<file path="config.mk">
export PLATFORM = sky130hd
export DESIGN_NAME = mcc_isqrt
export DESIGN_NICKNAME = d
export VERILOG_FILES = /design/src/design/mcc_isqrt.sv
export SDC_FILE = /design/constraint.sdc
export NUM_CORES = 1
export LEC_CHECK = 0
export BUFFER_PORTS_ARGS = -buffer_cell sky130_fd_sc_hd__buf_2
export CORE_ASPECT_RATIO = 0.9
export CORE_UTILIZATION = 55
export DETAILED_ROUTE_END_ITERATION = 10
export GPL_ROUTABILITY_DRIVEN = 1
export PLACE_DENSITY_LB_ADDON = 0.08
export RECOVER_POWER = 25
export SYNTH_ARGS = -nofsm -noshare
export SYNTH_HDL_FRONTEND = slang
export SYNTH_SLANG_ARGS = --single-unit
export TNS_END_PERCENT = 5
</file>
<file path="constraint.sdc">
create_clock -name clk -period 4.3 [get_ports clk]
set_input_delay 0.86 -clock clk [delete_from_list [all_inputs] [get_ports clk]]
set_output_delay 0.86 -clock clk [all_outputs]
set_load 0.02 [all_outputs]
</file>
<file path="src/design/mcc_isqrt.sv">
// Pipelined restoring integer square root, one root bit per stage.
`timescale 1ns / 1ps
module mcc_isqrt #(
  parameter int F  = 15,
  parameter int SW = 5
) (
  input  logic          clk,
  input  logic          rst_n,
  input  logic          en,
  input  logic [2*F:0]  rad,
  input  logic [SW-1:0] side_in,
  output logic [F:0]    root,
  output logic [SW-1:0] side_out
);

  localparam int NS = F + 1;
  localparam int RW = F + 4;

  logic [2*NS-1:0] rad_r  [NS];
  logic [RW-1:0]   rem_r  [NS];
  logic [F:0]      root_r [NS];
  logic [SW-1:0]   side_r [NS];

  for (genvar s = 0; s < NS; s++) begin : g_stg
    logic [2*NS-1:0] ri;
    logic [RW-1:0]   rp;
    logic [F:0]      qp;
    logic [SW-1:0]   si;
    logic [RW-1:0]   t;
    logic [RW-1:0]   trial;
    logic            hit;

    if (s == 0) begin : g_first
      assign ri = {1'b0, rad};
      assign rp = '0;
      assign qp = '0;
      assign si = side_in;
    end else begin : g_next
      assign ri = rad_r[s-1];
      assign rp = rem_r[s-1];
      assign qp = root_r[s-1];
      assign si = side_r[s-1];
    end

    assign t     = {rp[RW-3:0], ri[2*(NS-1-s)+1 -: 2]};
    assign trial = {1'b0, qp, 2'b01};
    assign hit   = (t >= trial);

    always_ff @(posedge clk) begin
      if (!rst_n) begin
        side_r[s] <= '0;
      end else if (en) begin
        side_r[s] <= si;
      end
    end

    always_ff @(posedge clk) begin
      if (en) begin
        rad_r[s]  <= ri;
        rem_r[s]  <= hit ? RW'(t - trial) : t;
        root_r[s] <= {qp[F-1:0], hit};
      end
    end
  end

  assign root     = root_r[NS-1];
  assign side_out = side_r[NS-1];

endmodule

</file>
### Yosys cells after proc, flatten, opt, wreduce, memory -nomap -nowiden

Memory sizes are Yosys's and may differ from the RTL's.
Index checks and enable logic that the tools add are counted.
W data, S select, Z words.

| cells by class | value |
|---|---|
| muxes and demuxes | 37 |
| $add $sub $neg | 16 |
| bitwise operators | 16 |
| $lt $le $gt $ge | 16 |

Operators by type and width:

| kind | count |
|---|---|
| $mux W19 | 16 |
| $ge A19 B18 Y1 | 15 |
| $sub A19 B18 Y19 | 15 |
| $mux W5 | 16 |
| $or A1 B1 Y1 | 16 |
| $mux W1 | 5 |
| $sub A1 B1 Y2 const B | 1 |
| $ge A1 B1 Y1 const B | 1 |

| storage, ports and cells | value |
|---|---|
| memories kept | 4 |
| output and inout port bits | 21 |
| logic and storage cells | 89 |
| register bits after elaboration | 0 |
| memory bits (writable) | 1152 |
| input port bits | 39 |

Memories:

| memory | depth | width | rd ports | clocked after memory_dff | write ports | RTL line | source |
|---|---|---|---|---|---|---|---|
| rad_r | 16 | 32 | 15 | 0 | 16 | 19 | `logic [2*NS-1:0] rad_r [NS];` |
| rem_r | 16 | 19 | 15 | 0 | 16 | 20 | `logic [RW-1:0] rem_r [NS];` |
| root_r | 16 | 16 | 16 | 0 | 16 | 21 | `logic [F:0] root_r [NS];` |
| side_r | 16 | 5 | 16 | 0 | 16 | 22 | `logic [SW-1:0] side_r [NS];` |

### Longest topological paths before layout

Gate-level depths: netlist of run 1.

| logic depth | value |
|---|---|
| depth in word-level cells | 4 |
| depth in mapped cells | 11 |
| depth with buffers taken out | 9 |

### Least setup slack after synthesis of run 1

No wires, ideal clock.

| timing path | value |
|---|---|
| path kind | input to register |
| start | input port en |
| end | memory side_r[0][0], enable pin |
| library setup time | 0.452 ns |
| data required time | 3.848 ns |
| data arrival time | 3.074 ns |
| slack | 0.775 ns |
| path buffers | 1 |
| stages on the path | 2 |
| cell sequence | clkbuf_1 -> nand2b_1 |

RTL lines:

| item | RTL line | source |
|---|---|---|
| start, declared | 9 | `input logic en,` |
| end, declared | 22 |  |

==> metrics.txt, run 1 <==
initial DRC count=between 1,000 and 1,500; Port Buffers=between 50 and 60; Synth Cell Area=~31,000 um^2; worst slew pin tran=~1.0 ns; flop-to-flop setup slack=between 1 and 1.5 ns; EDFF count, synth=689; XOR/XNOR Fraction of Synth Area=0.0433; status=completed; simple-gate share of the synthesized area=0.106; number of global-route vias before repair=~17,000; Worst slew margin=0.310; Cells after Synth=around 2,400; Clock Skew=between 0.015 and 0.02 ns; Distinct cells, synth=between 80 and 90; post-synth top area share=0.657; HP Class=reg -> reg; initial antenna violation count=1; Final Max Tran Viols=0; cell accounting for the most synthesized area=edfxtp_1; Place WS=1.09 ns; hold buffers post-CTS=0; ys flop type=edfxtp_1; largest net degree at the start of global routing=between 150 and 200; Root Buffer=clkbuf_16; final setup fails=0; full die area=roughly 58,000 um^2; mean number of vias per cell=between 5 and 6; Post-DRT Antenna Nets=0; Fill cells=roughly 4,300; top-level I/O count=60; crit end category=flip-flop; VDD IR max=~0.34 mV; worst path required time=4.65 ns; clk_lat worst skew=around 0.62 ns; RSZ-0062 raised after global routing=no; die width=between 200 and 300 um; mux cell area share after synthesis=0.0149; layout cell share with drive strength beyond 1=0.0925; WS Path Type=reg -> reg; YS warnings=0; P&R area growth vs syn=11.0%; Max clock buf depth=3; CTS Sinks=slightly below 700; end of the critical path=rem_r[6][2]; minimum clock period=roughly 3.2 ns; setup repair bufs after CTS=0; # rows=a little over 80; asr flop ratio synth=0; Tot GR Track Use=0.192; total grt overflow=0; peak fanout along the critical path=16; DR WL/cell=17.1 um; detailed-placement wirelength estimate=between 30,000 and 40,000 um; most common cell in the netlist=edfxtp_1; Power per Cell Area=between 400 and 500 nW/um^2; DRT Pass-1 Iters=5; Avg Cell Area, Syn=13.4 um^2; Leak=13.7 nW; Area contributors post-synth=edfxtp_1, ha_1, xnor2_1; worst r2r path cells=7; initial core utilization=0.561; post_cts resized=0; DR DRC count=0; period utilization=0.748; post-synthesis adder-cell area fraction=0.0604; CTS tree=done; largest family of logic cells by synthesized area=simple AND/OR/NAND/NOR gates; R2R Path End=rem_r[6][2]; Final WS setup=1.08 ns; maximum clock rate=0.311 GHz; first-pass GRT wire length=89,100 um; register area share after synthesis=0.657; final wirelength=55,500 um; H-tree levels=3; clock slew at reported path FFs=~0.060 ns; n_diodes=0; net count after synthesis=2,541; final hold vios=0; Post-synth top cells=edfxtp_1, inv_1, ha_1; register bit total from synthesis=about 700; hold_ws=0.402 ns; r2r startpoint=rem_r[5][20]; die extent in y=229 um; placer congestion estimate=between 0.8 and 0.9; CP Launch Type=flip-flop; via count=around 18,000; CTS buffer count=72; worst setup path start=rem_r[5][20]; number of max-cap violations=0; NumNets Final=roughly 2,600; CP arrival=about 3.6 ns; Core Footprint=between 50,000 and 60,000 um^2; Compound-Gate Fraction of Synth Area=0.0876; setup TNS=0 ns
==> cell type report <==
cell class,count,area (um^2),area share
Clock buffer,88,1860,0.0533
Clock inverter,42,437,0.0125
Inverter,195,732,0.0209
Multi-Input combinational cell,1412,9840,0.282
Sequential cell,689,20700,0.592
Tap cell,756,946,0.0271
Timing Repair Buffer,71,440,0.0126
==> placed cells by master, fill, tap and decap left out, types with 7 or more instances in the layout <==
cell type / synthesis / layout
a211oi_1: 15 / 15
a31oi_1: 17 / 17
o21ai_1: 17 / 17
a21oi_2: 7 / 7
o21ai_0: 90 / 89
o21a_1: 27 / 27
clkinv_2: 0 / 15
and3_1: 94 / 94
nor3_1: 45 / 45
clkbuf_16: 0 / 72
ha_1: 152 / 152
nor2_1: 142 / 142
xor2_1: 61 / 61
mux2_2: 25 / 25
buf_4: 3 / 8
or3_1: 33 / 33
nand4_1: 24 / 24
or2_2: 8 / 8
edfxtp_1: 689 / 689
inv_1: 193 / 193
xnor2_1: 93 / 93
mux2i_1: 9 / 9
a21o_1: 32 / 32
o31ai_1: 15 / 15
nor4_1: 25 / 25
nand4b_1: 10 / 10
or4_1: 13 / 13
buf_2: 8 / 54
o21bai_1: 11 / 11
nor2b_1: 19 / 19
nand2_1: 98 / 98
clkinv_1: 0 / 13
nand3_1: 36 / 36
nand2b_1: 28 / 27
o211ai_1: 14 / 14
a21oi_1: 138 / 138
clkbuf_1: 37 / 20
==> registers in the layout, indices dropped and copies added (netlist names) <==
register	cells
rad_r	242
rem_r	233
root_r	134
side_r	80
==> logic make-up (layout without fill, tap and decap cells) <==
group                    count (synthesis)  after routing
AND/OR/NAND/NOR                        621            621
XOR/XNOR                               155            155
AO/OA/AOI/OAI                          441            441
flip-flops                             689            689
adder cells (fa/ha/maj)                152            152
other                                    1              1
multiplexers                            42             42
buffers and inverters                  249            396
==> worst max-delay path, cell delays in order, from the launching register on <==
cell and delay, ns:
edfxtp_1 0.39, ha_1 0.38, o21ai_0 0.15, o21ai_0 0.46, nand3_1 0.15, o211ai_1 0.26, or2_1 0.73, mux2_2 0.42
==> where the power goes <==
| group | switching, mW | leakage [nW] | internal (mW) |
|---|---|---|---|
| sequential | 0.367 | 6.72 | 8.24 |
| clock | 2.58 | 1.12 | 3.43 |
| combinational | 1.45 | 5.82 | 1.05 |
| total | 4.40 | 13.7 | 12.7 |
==> layer usage <==
layer  GRT usage  share of wire  vias up
li1            -              -     8970
met1       0.282           0.49     8772
met2       0.292           0.45      366
met3      0.0364          0.042       92
met4      0.0572          0.024        2
met5           0        0.00031        -
==> how the worst min path moves through the flow <==
stage | endpoint | start | cells past startpoint | slack, ns
after floorplan | rad_r[0][100] | rad_r[0][68] | 0 | 0.40
after global placement | rad_r[0][142] | rad_r[0][110] | 0 | 0.40
after detailed placement | rad_r[0][104] | rad_r[0][72] | 0 | 0.40
after CTS | rad_r[0][1] | rad[1] | 1 | 0.37
after global routing | rad_r[0][1] | rad[1] | 1 | 0.38
final | rad_r[0][106] | rad_r[0][74] | 0 | 0.40
==> through the flow <==
stage	total power [mW]	utilization	instances	instance area (um^2)
floorplan	10.4	-	2350	31500
global placement	11.2	0.582	3123	32700
detailed placement	11.2	0.582	3123	32700
CTS	17.3	0.623	3253	35000
global route	17.9	0.623	3253	34900
finish	17.1	0.623	3253	34900
Power figures use the tool's default switching activity.
==> run 2, diff against run 1 <==
Clock period 4.3 ns to 3.2 ns, I/O delays scaled along.
==> run 2 against run 1 <==
  * First-iteration DRC count increased by 9.1%
  * Total power increased by 35%
  * Setup slack got worse by 0.81 ns
  * Cell count increased by 0.58%
  * Combinational power increased by 37%
  * Global-route usage increased by 0.56 points
  * Final area increased by 0.74%
  * Fmax increased by 10%
  * Clock skew decreased by 0.0017 ns
  * Count of clock-buffer cells in the layout decreased by 10
  * Clock power increased by 35%
  * Utilization increased by 0.46 points
==> metrics.txt, run 2 (synthesized netlist as in run 1, its figures left out) <==
Pwr Total=23.1 mW (was 17.1 mW); maximum clock rate=0.342 GHz (was 0.311 GHz); Largest register FFs=242 (unchanged); CTS buffer count=70 (was 72); initial core utilization=0.561 (unchanged); layout cell share with drive strength beyond 1=0.102 (was 0.0925); number of max-cap violations=0 (unchanged); top-level I/O count=60 (unchanged); final setup fails=0 (unchanged); placer congestion estimate=0.893 (was 0.889); period utilization=0.913 (was 0.748); CP arrival=3.27 ns (was 3.57 ns); slowest cell on the critical path=edfxtp_1 (was or2_1); total grt overflow=0 (unchanged); # rows=82 (unchanged); commonest non-fill, non-tap cell in the layout=edfxtp_1 (unchanged); worst path required time=3.55 ns (was 4.65 ns); VDD IR max=0.477 mV (was 0.341 mV); WS Path Type=reg -> reg (unchanged); crit end category=flip-flop (unchanged); RSZ-0062 raised after global routing=no (unchanged); worst slew pin tran=0.686 ns (was 1.04 ns); clk_lat worst skew=0.61 ns (was 0.62 ns); P&R area growth vs syn=11.8% (was 11.0%); die width=254 um (unchanged); Core Footprint=56,100 um^2 (unchanged); Power per Cell Area=656 nW/um^2 (was 490 nW/um^2); hold buffers post-CTS=0 (unchanged); setup TNS=0 ns (unchanged); DR DRC count=0 (unchanged); worst r2r path cells=8 (was 7); worst hold path depth=1 (was 0); first-pass GRT wire length=91,000 um (was 89,100 um); die extent in y=229 um (unchanged); initial antenna violation count=1 (unchanged); Tot GR Track Use=0.198 (was 0.192); top flop regs=rad_r: 242 flops, rem_r: 233 flops, root_r: 134 flops (unchanged); via count=18,400 (was 18,200); CTS Sinks=689 (unchanged); DR WL/cell=17.3 um (was 17.1 um); CP Launch Type=flip-flop (unchanged); number of global-route vias before repair=17,700 (was 17,300); Root Buffer=clkbuf_16 (unchanged); Final Max Tran Viols=0 (unchanged); setup repair bufs after CTS=0 (unchanged); n_diodes=0 (unchanged); detailed-placement wirelength estimate=39,500 um (was 37,900 um); Post-DRT Antenna Nets=0 (unchanged); CP Cell Sequence=ha_1, or2_2, a31oi_1, and2b_1, o211ai_1, or2_1, buf_4, mux2_1 (was ha_1, o21ai_0, o21ai_0, nand3_1, o211ai_1, or2_1, mux2_2); CTS tree=done (unchanged); Place WS=0.331 ns (was 1.09 ns); full die area=58,200 um^2 (unchanged); Biggest register=rad_r (unchanged); minimum clock period=2.92 ns (was 3.22 ns); Clock Skew=0.0181 ns (was 0.0198 ns); H-tree levels=3 (unchanged); Final WS setup=0.279 ns (was 1.08 ns); final wirelength=56,500 um (was 55,500 um); Port Buffers=59 (unchanged); most frequent cells in the layout=edfxtp_1, inv_1, ha_1 (unchanged); DRT Pass-1 Iters=5 (unchanged); post_cts resized=0 (unchanged); crit-path max cell delay=0.40 ns (was 0.73 ns); Max clock buf depth=3 (unchanged); initial DRC count=1,534 (was 1,406); status=completed (unchanged); clock slew at reported path FFs=0.06 ns (about the same); final hold vios=0 (unchanged); Leak=13.8 nW (was 13.7 nW); peak fanout along the critical path=6 (was 16); placed inst area=32,900 um^2 (was 32,700 um^2); Finished Cell Area=35,200 um^2 (was 34,900 um^2); NumNets Final=2,657 (was 2,632); Worst slew margin=0.540 (was 0.310); HP Class=in -> reg (was reg -> reg); largest net degree at the start of global routing=131 (was 170); mean number of vias per cell=5.61 (was 5.60); Fill cells=4,303 (was 4,330)
run 2: cell count changes in the layout (fill, tap and decap cells not counted):
cell	previous run	this run
clkinv_4	1	0
clkinv_2	15	14
clkbuf_1	20	12
inv_16	2	0
bufinv_16	5	8
buf_4	8	32
buf_12	4	7
clkinv_1	13	14
clkinv_16	3	5
clkbuf_16	72	70
run 2: power by group:
part / internal, mW / switching [mW]
Sequential: 11.1 / 0.489
Clock: 4.71 / 3.41
Combinational: 1.45 / 1.98
Total: 17.2 / 5.87
run 2: path summary, 6_finish.rpt:
path	slack, ns	start	endpoint
hold reg to reg	0.41	rad_r[0][12]	rad_r[0][44]
hold / removal	0.20	rad[7]	rad_r[0][7]
setup / recovery	0.28	rem_r[5][29]	rem_r[6][11]
setup reg to reg	0.28	rem_r[5][29]	rem_r[6][11]
run 2: through the flow:
step,utilization,std cells,hold WS [ns]
after CTS,0.627,3272,0.150
after global routing,0.627,3272,0.154
after global placement,0.586,3150,0.400
final,0.627,3272,0.197
after floorplan,-,2350,0.400
after detailed placement,0.586,3150,0.405
run 2: final cells by class:
| type | count | area (um^2) | area share |
|---|---|---|---|
| multi-input combinational | 1412 | 9840 | 0.279 |
| clock inverter | 44 | 537 | 0.0152 |
| inverter | 195 | 732 | 0.0208 |
| timing repair buffer | 98 | 681 | 0.0193 |
| tap | 756 | 946 | 0.0269 |
| clock buffer | 78 | 1780 | 0.0506 |
| sequential | 689 | 20700 | 0.588 |
run 2: critical path: cells and delay by family (launching register included):
family,cells,cell delay [ns]
multiplexers,1,0.32
AND/OR/NAND/NOR,3,0.90
AO/OA/AOI/OAI,2,0.49
flip-flops,1,0.40
adder cells (fa/ha/maj),1,0.38
buffers and inverters,1,0.18
run 2: per-layer routing:
metal / part of all wire / up-vias / GRT usage / routed length (um)
li1: - / 9014 / - / -
met1: 0.49 / 8878 / 0.295 / 27500
met2: 0.45 / 358 / 0.298 / 25300
met3: 0.044 / 98 / 0.0360 / 2500
met4: 0.021 / 2 / 0.0553 / 1190
met5: 0.00021 / - / 0 / 12
