### src/design/mcc_qdiv.sv
// Pipelined restoring divider, one quotient bit per stage: floor(num * 2^QB / den), num <= den.
`timescale 1ns / 1ps
module mcc_qdiv #(
  parameter int DW = 17,
  parameter int QB = 15,
  parameter int SW = 1
) (
  input  logic          clk,
  input  logic          rst_n,
  input  logic          en,
  input  logic [DW-1:0] num,
  input  logic [DW-1:0] den,
  input  logic [SW-1:0] side_in,
  output logic [QB:0]   q,
  output logic [SW-1:0] side_out
);

  logic [DW-1:0] rem_r  [QB+1];
  logic [DW-1:0] den_r  [QB+1];
  logic [QB:0]   q_r    [QB+1];
  logic [SW-1:0] side_r [QB+1];

  for (genvar s = 0; s <= QB; s++) begin : g_stg
    logic [DW:0]   t;
    logic [DW-1:0] d;
    logic [QB:0]   qi;
    logic [SW-1:0] si;
    logic          hit;

    if (s == 0) begin : g_first
      assign t  = {1'b0, num};
      assign d  = den;
      assign qi = '0;
      assign si = side_in;
    end else begin : g_next
      assign t  = {rem_r[s-1], 1'b0};
      assign d  = den_r[s-1];
      assign qi = q_r[s-1];
      assign si = side_r[s-1];
    end

    assign hit = (t >= {1'b0, d});

    always_ff @(posedge clk) begin
      if (!rst_n) begin
        side_r[s] <= '0;
      end else if (en) begin
        side_r[s] <= si;
      end
    end

    always_ff @(posedge clk) begin
      if (en) begin
        rem_r[s] <= hit ? DW'(t - {1'b0, d}) : t[DW-1:0];
        den_r[s] <= d;
        q_r[s]   <= qi | ({{QB{1'b0}}, hit} << (QB - s));
      end
    end
  end

  assign q        = q_r[QB];
  assign side_out = side_r[QB];

endmodule

### config.mk
export PLATFORM = sky130hd
export DESIGN_NAME = mcc_qdiv
export DESIGN_NICKNAME = d
export VERILOG_FILES = /design/src/design/mcc_qdiv.sv
export SDC_FILE = /design/constraint.sdc
export NUM_CORES = 1
export LEC_CHECK = 0
export BUFFER_PORTS_ARGS = -buffer_cell sky130_fd_sc_hd__clkbuf_2
export CORE_MARGIN = 10
export CORE_UTILIZATION = 40
export DETAILED_ROUTE_END_ITERATION = 8
export GPL_TIMING_DRIVEN = 0
export HOLD_SLACK_MARGIN = 0.05
export PLACE_DENSITY = 0.59
export SLEW_MARGIN = 5
export SYNTH_ARGS = -nofsm -noshare
export SYNTH_HDL_FRONTEND = slang
export SYNTH_SLANG_ARGS = --single-unit
export TNS_END_PERCENT = 10
### constraint.sdc
create_clock -name clk -period 3.55 [get_ports clk]
set_input_delay 0.355 -clock clk [delete_from_list [all_inputs] [get_ports clk]]
set_output_delay 0.355 -clock clk [all_outputs]
set_load 0.01 [all_outputs]
==> Yosys cells after proc, flatten, opt, wreduce, memory -nomap -nowiden <==
Memory sizes are Yosys's and may differ from the RTL's.
Index checks and enable logic that the tools add are counted.
{ "classes": {"addsub": 16, "order_cmp": 16, "mux": 37, "bitwise_logic": 31} }
{ "ops": {"columns": ["op", "n"], "rows": [
  ["$mux W17", 16],
  ["$sub A17 B17 Y17", 16],
  ["$ge A18 B17 Y1", 15],
  ["$mux W1", 21],
  ["$ge A17 B17 Y1", 1],
  ["$or A1 B1 Y1", 16],
  ["$or A16 B1 Y16", 1],
  ["$or A16 B10 Y16", 1],
  ["$or A16 B11 Y16", 1],
  ["$or A16 B12 Y16", 1],
  ["$or A16 B13 Y16", 1],
  ["$or A16 B14 Y16", 1],
  ["$or A16 B15 Y16", 1],
  ["$or A16 B2 Y16", 1],
  ["$or A16 B3 Y16", 1],
  ["$or A16 B4 Y16", 1],
  ["$or A16 B5 Y16", 1],
  ["$or A16 B6 Y16", 1],
  ["$or A16 B7 Y16", 1],
  ["$or A16 B8 Y16", 1],
  ["$or A16 B9 Y16", 1]
]} }
{ "totals": {"ff_bits": 0, "ram_bits": 816, "inputBits": 38, "elab_cells": 104, "n_memories": 4} }
{ "memory_table": {"columns": ["name", "depth", "width", "read_ports", "rd_ports_with_merged_regs", "write_ports", "line", "text"], "rows": [
  ["den_r", 16, 17, 15, 0, 16, "19", "logic [DW-1:0] den_r [QB+1];"],
  ["rem_r", 16, 17, 15, 0, 16, "18", "logic [DW-1:0] rem_r [QB+1];"],
  ["q_r", 16, 16, 16, 0, 16, "20", "logic [QB:0] q_r [QB+1];"],
  ["side_r", 16, 1, 16, 0, 16, "21", "logic [SW-1:0] side_r [QB+1];"]
]} }

==> Longest topological paths before layout <==
Gate-level depths: netlist of run 1.
{ "depth": {"word_depth": 4, "depth_mapped": 12} }

==> Worst setup path before layout of run 1 <==
No wires, ideal clock.
{ "synth_timing": {"path_type": "register to register", "start": "memory rem_r[4][1] (netlist: rem_r[0][69])", "end": "memory rem_r[5][15] (netlist: rem_r[0][100]), data pin", "setup_time_ns": 0.260, "arrival_time_ns": 2.754, "required_ns": 3.290, "slack_ns": 0.536, "stages_incl_launch_ff": 12, "path_buffers": 1, "period_less_slack_ns": 3.014, "path_cell_list": "edfxtp_1 -> ha_1 -> nor2b_4 -> o21ai_2 -> a21oi_2 -> o41ai_4 -> o21ai_2 -> o21bai_2 -> a21oi_2 -> a2111oi_4 -> buf_6 -> mux2_4"} }
{ "synth_rtl": {"columns": ["item", "line"], "rows": [
  ["from (decl)", "18"]
]} }

==> results of run 1 <==
[worst reg2reg max path, cell delays in order (launching register included)]
cell and delay [ps]:
edfxtp_1 520, inv_2 120, fa_2 240, nor2b_4 50
o21ai_2 150, a21oi_2 100, o41ai_4 290, o21ai_2 160
o21bai_2 160, a21oi_2 90, a2111oi_4 740, buf_6 290
mux2_4 320
[where the power goes]
group,total [W],switching [W],internal [W]
sequential,0.0123,0.000956,0.0114
clock,0.00748,0.00319,0.00429
combinational,0.0141,0.00760,0.00645
[area by class of cell]
type                            count  area (um2)
Multi-Input combinational cell   1892       14230
Timing Repair Buffer               97       797.0
Clock buffer                       94        1969
Fill cell                        8087       47960
Tap cell                         1165        1458
Clock inverter                     43       412.9
Buffer                             35       175.2
Inverter                          328        1231
Sequential cell                   662       19870
[layer usage]
layer / up-vias / track usage / part of all wire
met4: 2 / 0.05427 / 0.037
met3: 150 / 0.02230 / 0.037
met1: 10345 / 0.1793 / 0.46
met2: 367 / 0.2273 / 0.47
met5: - / 0 / 0.00018
li1: 11048 / - / -
[cells in the mapped netlist, drive strengths merged (5+ instances only)]
library cell,number
o31a,7
o31ai,18
o21ai,168
and4,6
a211oi,12
and3,35
clkbuf,26
xnor2,122
buf,10
o21a,36
nor3,44
edfxtp,661
nand2b,34
nor2b,48
mux2,122
mux2i,12
or3,10
xor2,73
a211o,10
a21o,102
a21oi,200
nor4,5
fa,15
a31oi,31
nor2,174
a21boi,10
nand3,39
a2111oi,10
o21bai,18
o41ai,8
ha,271
o211ai,8
and2,7
or2,5
nand4,29
nand2,162
inv,328
[stage by stage]
step	setup TNS, ps	instance area, um2	utilization
final	0	40140	0.4556
after global routing	-3514	40140	0.4556
after CTS	-27.64	40030	0.4544
after detailed placement	-12240	37280	0.4232
after global placement	-6257490	37110	0.4212
after floorplan	0	35380	-
[cell usage in the layout, fill, tap and decap left out, types with 47 or more instances in the layout]
cell and n:
edfxtp_1 661, inv_1 327, ha_1 270, a21oi_1 195
nor2_1 173, nand2_1 160, o21ai_0 154, xnor2_1 122
mux2_2 108, a21o_1 102, clkbuf_16 76, xor2_1 73
clkbuf_2 59, nor2b_1 47
[how the worst min path moves through the flow]
stage | startpoint | endpoint | slack (ps) | cells after the start
detailed placement | q_r[0][31]$_DFFE_PP_ | q_r[1][15]$_DFFE_PP_ | 400 | 0
CTS | num[10] | rem_r[0][10]$_DFFE_PP_ | 50 | 3
global placement | q_r[4][12]$_DFFE_PP_ | q_r[4][28]$_DFFE_PP_ | 400 | 0
floorplan | q_r[0][15]$_DFFE_PP_ | q_r[0][31]$_DFFE_PP_ | 400 | 0
global route | num[9] | rem_r[0][9]$_DFFE_PP_ | 70 | 2
finish | num[14] | rem_r[0][14]$_DFFE_PP_ | 90 | 3
[flip-flops by register name (all words and copies together) (netlist names)]
name    flops
side_r     16
q_r       136
rem_r     255
den_r     255
[cell families (layout without fill, tap and decap cells)]
kind of cell / count (synthesis) / in the layout
AOI/OAI and AO/OA: 676 / 676
xor gates and xnor gates: 195 / 195
adders and majority gates: 286 / 286
buffers and inverters: 364 / 597
DFF: 662 / 662
muxes: 134 / 134
and+or+nand+nor: 601 / 601
[repair_timing]
item	CTS	global route
pin swaps	5	3
endpoints found under the setup margin	90	119
buffers inserted	1	6
gates resized for setup	14	21
hold buffers	30	0
endpoints found under the hold margin	30	0
==> metrics, run 1 <==
largest net degree at the start of global routing=116; Post-Synth XOR/XNOR Area=0.04827; Worst setup SP type=flip-flop; dominant cell type by area after synthesis=edfxtp_1; Die X=between 300 and 400 um; WP depth=12; simple-gate share of the synthesized area=0.08049; Worst EP arrival=3870 ps; CP top delay family=compound AO/OA/AOI/OAI gates; dpl ws=-336.8 ps; number of global-route vias before repair=~22000; count of pins over their slew limit=0; r2r worst-path depth=12; achievable frequency=~0.29 GHz; top post-synthesis cells by area=edfxtp_1, ha_1, inv_1; HP Class=in2reg; Vias/cell=5.077; hold slack=approximately 93 ps; Reg clk slew, reported paths=around 60 ps; syn_area_per_cell=between 10 and 15 um2; Netlist cell types=80; Worst Path Max Fanout=10; Die Y=~320 um; Final nets=approximately 3400; core area=roughly 88000 um2; final worst slack=47.54 ps; status=completed; Clk Latency, worst-skew pair=630 ps; IO Count=55; R2R Setup Slk=about 48 ps; Adder-Cell Fraction of Synth Area=0.1043; DRC errors left=0; initial drt markers=between 1000 and 1500; drt total wl=~71 mm; Final Setup Violations=0; Worst path max stage delay=740 ps; Ys Warns=0; largest family of logic cells by synthesized area=compound AO/OA/AOI/OAI gates; 1st-pass router iterations=7; Synth top area share=0.5610; Slew HR=0.3696; P&R area growth vs syn=13.45%; root cell of the clock tree=clkbuf_16; layout cells sized above 1=0.1104; Crit-path slowest cell=a2111oi_4; # Max-Cap Violations=0; Syn Nets=~3200; Post-Syn Area=roughly 35000 um2; Final Wtd Congestion=roughly 0.86; GRT Overall Usage=0.1377; Fin Clk Skew=between 40 and 50 ps; Crit. End Element=flip-flop; Worst Path Buf+Inv=2; reg2reg start=rem_r[0][68]$_SDFFCE_PN0P_; Clock Path Buffers=3; vias=~22000; row count=~110; type of the worst setup path=reg2reg; Critical Path End=rem_r[0][97]$_DFFE_PP_; total CTS buffers=75; LEAKAGE=16.36 nW; Port Buffer Count=54; # diodes=0; CTS tree=yes; Cells after Synth=2918; depth of the CTS H-tree=3; CP cell instances=inv_2 > fa_2 > nor2b_4 > o21ai_2 > a21oi_2 > o41ai_4 > o21ai_2 > o21bai_2 > a21oi_2 > a2111oi_4 > buf_6 > mux2_4; pwr dens=roughly 840 nW/um2; Final min period=~3500 ps; FF+latch count, synth=around 660; Synth async-reset ratio=0; Total Power=between 0.03 and 0.04 W; Initial Util=0.4016; RSZ-0062 raised after global routing=yes; sequential share of the synthesized area=0.5616; Hold Violations, Final=0; Slew @ Worst Pin=~950 ps; grt total ovfl=0; Final Non-Filler Cells=roughly 4300; Worst setup startpoint=rem_r[0][68]$_SDFFCE_PN0P_; Worst IR Drop VDD=around 0.44 mV; top_reg_cell synth=edfxtp_1; first-pass GRT wire length=approximately 110 mm; number of synthesized flops with an enable pin=between 600 and 700; compound-cell area share of the yosys netlist=0.1230; DIE AREA=just over 100000 um2; ratio of final minimum period to clock period=0.9866; placed instance count=slightly above 4000; detail-routed net length per standard cell=~16 um; multiplexer area fraction after synthesis=0.04297; post-detail-place hpwl=52.11 mm; Req. time, crit path=approximately 3900 ps; worst flop-to-flop path endpoint=rem_r[0][97]$_DFFE_PP_; initial antenna violation count=1; # clock sinks=around 660; remaining antenna violation count after routing=0
No activity file was read; power rests on OpenSTA's default activity.
==> inputs of run 2 (changes only) <==
==> constraint.sdc (replaced) <==
create_clock -name clk -period 3.55 [get_ports clk]
set_input_delay 0 -clock clk [delete_from_list [all_inputs] [get_ports clk]]
set_output_delay 0 -clock clk [all_outputs]
set_load 0.01 [all_outputs]
==> metrics, run 2 (same netlist as run 1, synthesis figures left out) <==
status=completed; placed inst area=between 30000 and 40000 um2; Final nets=3424; Die X=around 320 um; placed instance count=4143; Reg clk slew, reported paths=roughly 60 ps; Clk Latency, worst-skew pair=about 630 ps; first-pass GRT wire length=114.4 mm; Fillers=about 8100; grt total ovfl=0; Fin Clk Skew=around 47 ps; Total Power=approximately 0.034 W; vias=21926; biggest regs=den_r (255), rem_r (255), q_r (136); ratio of final minimum period to clock period=0.9787; type of the worst setup path=reg2reg; Final min period=3474 ps; commonest non-fill, non-tap cell in the layout=edfxtp_1; RSZ-0062 raised after global routing=yes; # clock sinks=662; Final Wtd Congestion=about 0.86; # diodes=0; Final Non-Filler Cells=approximately 4300; CP cell instances=inv_2 > fa_2 > nor2b_4 > o21ai_2 > a21oi_2 > o41ai_4 > o21ai_2 > o21bai_2 > a21oi_2 > a2111oi_4 > buf_6 > mux2_4; total CTS buffers=75; final worst slack=75.56 ps; Req. time, crit path=between 3000 and 4000 ps; DRC errors left=0; Die Y=317.4 um; Clock Path Buffers=3; initial drt markers=approximately 1400; HP Class=in2reg; count of pins over their slew limit=0; largest net degree at the start of global routing=between 100 and 150; Worst Path Max Fanout=10; Worst Path Buf+Inv=2; Vias/cell=~5.1; P&R area growth vs syn=13.72%; Slew @ Worst Pin=a little over 900 ps; 1st-pass router iterations=5; dpl ws=-336.8 ps; Final Setup Violations=0; DIE AREA=a little over 100000 um2; row count=roughly 110; post-detail-place hpwl=52.11 mm; root cell of the clock tree=clkbuf_16; Crit. End Element=flip-flop; CP top delay family=compound AO/OA/AOI/OAI gates; IO Count=55; leading cell types in the layout, fill and taps excluded=edfxtp_1, inv_1, ha_1; Hold Violations, Final=0; Worst path max stage delay=710 ps; Port Buffer Count=54; Worst IR Drop VDD=between 0.4 and 0.5 mV; drt total wl=roughly 70 mm; achievable frequency=around 0.29 GHz; remaining antenna violation count after routing=0; # Max-Cap Violations=0; detail-routed net length per standard cell=16.37 um; pwr dens=~840 nW/um2; Crit-path slowest cell=a2111oi_4; design area=40230 um2; utilization after layout=0.4567; Initial Util=0.4016; number of global-route vias before repair=about 22000; layout cells sized above 1=0.1104; core area=just under 90000 um2; CTS tree=yes; GRT Overall Usage=0.1380; initial antenna violation count=1; Slew HR=0.3913; Worst EP arrival=roughly 3800 ps; Worst setup SP type=flip-flop; depth of the CTS H-tree=3; LEAKAGE=16.40 nW
-- run 2: changes by cell type in the layout (fill, tap and decap cells not counted) --
cell / before / now
dlygate4sd3_1: 30 / 39
a211oi_1: 11 / 10
a211oi_2: 0 / 1
-- run 2: worst reg2reg max path: stages, from the launching register on --
cell and delay, ps:
edfxtp_1 520, inv_2 120, fa_2 240, nor2b_4 50, o21ai_2 150, a21oi_2 100
o41ai_4 290, o21ai_2 160, o21bai_2 160, a21oi_2 90, a2111oi_4 710, buf_6 290
mux2_4 320
-- run 2: area by class of cell --
class | count | area [um2] | area share
flip-flops and latches | 662 | 19870 | 0.4938
multi-input cells | 1892 | 14230 | 0.3537
clock buffers | 94 | 1969 | 0.04895
well taps | 1165 | 1458 | 0.03623
inverters | 328 | 1231 | 0.03060
repair buffers | 106 | 887.1 | 0.02205
clock inverters | 43 | 412.9 | 0.01026
plain buffers | 35 | 175.2 | 0.004354
-- run 2: repair_timing --
item | in CTS | in global routing
setup endpoints to repair | 90 | 120
buffers inserted | 1 | 6
endpoints found under the hold margin | 126 | 0
resized for setup | 14 | 22
hold buffers | 39 | 0
pin swaps | 5 | 3
-- run 2: final timing paths --
kind | slack, ps | to | depth (start not counted) | start
setup / recovery | 80 | rem_r[0][97]$_DFFE_PP_ | 12 | rem_r[0][68]$_SDFFCE_PN0P_
hold / removal | 90 | den_r[0][6]$_DFFE_PP_ | 2 | den[6]
setup reg to reg | 80 | rem_r[0][97]$_DFFE_PP_ | 12 | rem_r[0][68]$_SDFFCE_PN0P_
hold reg to reg | 410 | q_r[6][21]$_DFFE_PP_ | 0 | q_r[6][5]$_DFFE_PP_
-- run 2: power by group --
group | internal [W] | switching [W]
clock | 0.00429 | 0.00319
combinational | 0.00646 | 0.00761
sequential | 0.0114 | 0.000956
-- run 2: per-layer routing --
metal  global-route usage  share of wire  wire length [um]  vias up
met5                    0        0.00018                13        -
met4              0.05427          0.037              2600        2
met3              0.02218          0.037              2606      145
met2               0.2281           0.47             33230      369
met1               0.1795           0.46             32340    10344
li1                     -              -                 -    11066
-- run 2: stage by stage --
stage                     hold slack [ps]  TNS [ps]
final                               93.64         0
after global routing                81.47     -3588
after global placement              193.0  -6017150
after detailed placement            195.7    -12240
after floorplan                     98.87         0
after CTS                           57.45    -27.64
==> inputs of run 3 (changes only) <==
--- a/config.mk
+++ b/config.mk
@@ -6,12 +6,13 @@
 export NUM_CORES = 1
 export LEC_CHECK = 0
 export BUFFER_PORTS_ARGS = -buffer_cell sky130_fd_sc_hd__clkbuf_2
-export CORE_MARGIN = 10
+export CORE_MARGIN = 2
 export CORE_UTILIZATION = 40
 export DETAILED_ROUTE_END_ITERATION = 8
 export GPL_TIMING_DRIVEN = 0
 export HOLD_SLACK_MARGIN = 0.05
 export PLACE_DENSITY = 0.59
+export REMOVE_ABC_BUFFERS = 1
 export SLEW_MARGIN = 5
 export SYNTH_ARGS = -nofsm -noshare
 export SYNTH_HDL_FRONTEND = slang
==> metrics, run 3 (same netlist as run 1, synthesis figures left out) <==
hold slack=95.08 ps; Net Sw Power=approximately 0.012 W; R2R Setup Slk=around 160 ps; HP Class=in2reg; layout cells sized above 1=0.1088; clock share of power=0.222; ratio of final minimum period to clock period=0.9561; leading cell types in the layout, fill and taps excluded=edfxtp_1, inv_1, ha_1; Die Y=about 300 um; r2r worst-path depth=11; GRT Overall Usage=0.1494; Slew @ Worst Pin=1165 ps; total CTS buffers=73; Initial Util=0.4022; Final Non-Filler Cells=between 4000 and 5000; Final Setup Violations=0; 1st-pass router iterations=5; Req. time, crit path=3900 ps; pwr dens=approximately 850 nW/um2; DRC errors left=0; IO Count=55; Worst EP arrival=3740 ps; status=completed; Reg clk slew, reported paths=60 ps; core area=between 80000 and 90000 um2; Final min period=roughly 3400 ps; Worst Path Buf+Inv=2; Internal=between 0.02 and 0.025 W; Slew HR=0.2188; Final nets=between 3000 and 4000; # diodes=0; CP top delay family=compound AO/OA/AOI/OAI gates; type of the worst setup path=reg2reg; row count=109; reg2reg start=rem_r[1][35]$_DFFE_PP_; vias=about 22000; remaining antenna violation count after routing=0; root cell of the clock tree=clkbuf_16; sequential power share=0.361; commonest non-fill, non-tap cell in the layout=edfxtp_1; Worst setup SP type=flip-flop; Gate power share=0.417; CTS tree=yes; Port Buffer Count=54; # Max-Cap Violations=0; sw frac=0.3405; worst hold stages=1; depth of the CTS H-tree=3; RSZ-0062 raised after global routing=yes; CP cell instances=ha_1 > nor2b_1 > o21ai_1 > a21oi_1 > nor2_1 > a211o_1 > a31oi_1 > a2111oi_4 > buf_6 > inv_1 > mux2_2; WHS Endpoint=den_r[0][14]$_DFFE_PP_; largest net degree at the start of global routing=110; Hold Violations, Final=0; DIE AREA=between 90000 and 100000 um2; achievable frequency=around 0.3 GHz; initial antenna violation count=0; Crit-path slowest cell=a2111oi_4; first-pass GRT wire length=between 100 and 150 mm; Vias/cell=about 5.2; post-detail-place hpwl=approximately 48 mm; grt total ovfl=0; initial drt markers=roughly 1100; Worst Path Max Fanout=19; hold_sp=en; Worst IR Drop VDD=about 0.38 mV; P&R area growth vs syn=13.60%; Final Wtd Congestion=between 0.9 and 1; LEAKAGE=approximately 16 nW; placed instance count=~4000; Fin Clk Skew=21.34 ps; Die X=about 300 um; biggest regs=den_r (255), rem_r (255), q_r (136); drt total wl=approximately 67 mm; Clk Latency, worst-skew pair=between 600 and 700 ps; worst flop-to-flop path endpoint=rem_r[1][59]$_DFFE_PP_; Crit. End Element=flip-flop; detail-routed net length per standard cell=between 15 and 20 um; # clock sinks=~660; count of pins over their slew limit=0; Clock Path Buffers=3; number of global-route vias before repair=between 20000 and 25000; Worst path max stage delay=just over 600 ps
run 3: cell types whose count changed in the layout (fill, tap and decap cells not counted), sizes merged:
cell / previous run / this run
clkinvlp: 1 / 2
dlygate4sd3: 39 / 37
buf: 23 / 19
clkbuf: 173 / 144
clkinv: 34 / 32
bufinv: 4 / 8
inv: 332 / 330
run 3: per-layer routing:
layer / vias up / track usage / wire length (um)
li1: 10964 / - / -
met1: 10781 / 0.1312 / 22870
met2: 413 / 0.3082 / 38160
met3: 210 / 0.02565 / 1993
met4: 0 / 0.08789 / 3606
met5: - / 0 / 0
run 3: power by group through the flow:
stage                     Clock [W]  Sequential (W)  Combinational [W]
after global placement            0          0.0125             0.0132
after global routing        0.00813          0.0124             0.0157
after CTS                   0.00780          0.0122             0.0141
final                       0.00755          0.0123             0.0142
after floorplan                   0          0.0121             0.0107
after detailed placement          0          0.0124             0.0138
run 3: final cells by class:
type                       instances  area (um2)
clock buffer                      90        1986
clock inverter                    44       407.9
fill                            7724       47770
inverter                         328        1231
multi-input combinational       1892       14270
sequential                       662       19870
tap                             1165        1458
timing repair buffer             110       970.9
run 3: worst max path at each step:
stage	from	end	slack, ps	cells past startpoint
global placement	en	side_r[1][7]$_DFFE_PP_	-9440	2
global route	rem_r[1][35]$_DFFE_PP_	rem_r[1][59]$_DFFE_PP_	-70	11
detailed placement	rem_r[0][1]$_DFFE_PP_	rem_r[0][24]$_DFFE_PP_	-510	10
CTS	rem_r[0][86]$_DFFE_PP_	rem_r[0][105]$_DFFE_PP_	-50	10
floorplan	den_r[2][0]$_DFFE_PP_	rem_r[0][54]$_DFFE_PP_	-1000	9
finish	rem_r[1][35]$_DFFE_PP_	rem_r[1][59]$_DFFE_PP_	160	11
run 3: stage by stage:
| stage | area, um2 | util | TNS, ps | power (W) | worst slack (ps) |
|---|---|---|---|---|---|
| after CTS | 40120 | 0.4561 | -388.5 | 0.03410 | -46.92 |
| after global placement | 36950 | 0.4200 | -6021350 | 0.02579 | -9443 |
| after global routing | 40190 | 0.4569 | -192.0 | 0.03628 | -71.24 |
| final | 40190 | 0.4569 | 0 | 0.03399 | 155.7 |
| after floorplan | 35220 | - | -15050 | 0.02279 | -999.3 |
| after detailed placement | 37260 | 0.4236 | -23750 | 0.02622 | -513.1 |
run 3: repair_timing:
action | CTS | global route
resized for setup | 13 | 9
pin swaps | 4 | 4
setup buffers | 2 | 2
endpoints found under the hold margin | 50 | 0
setup endpoints to repair | 107 | 73
cloned | 0 | 0
hold buffers | 37 | 0
run 3: worst register-to-register path, cell delays in order, from the launching register on:
cell and delay [ps]:
edfxtp_1 390, ha_1 380, nor2b_1 160, o21ai_1 200, a21oi_1 130, nor2_1 260, a211o_1 190, a31oi_1 150
a2111oi_4 610, buf_6 270, inv_1 120, mux2_2 280
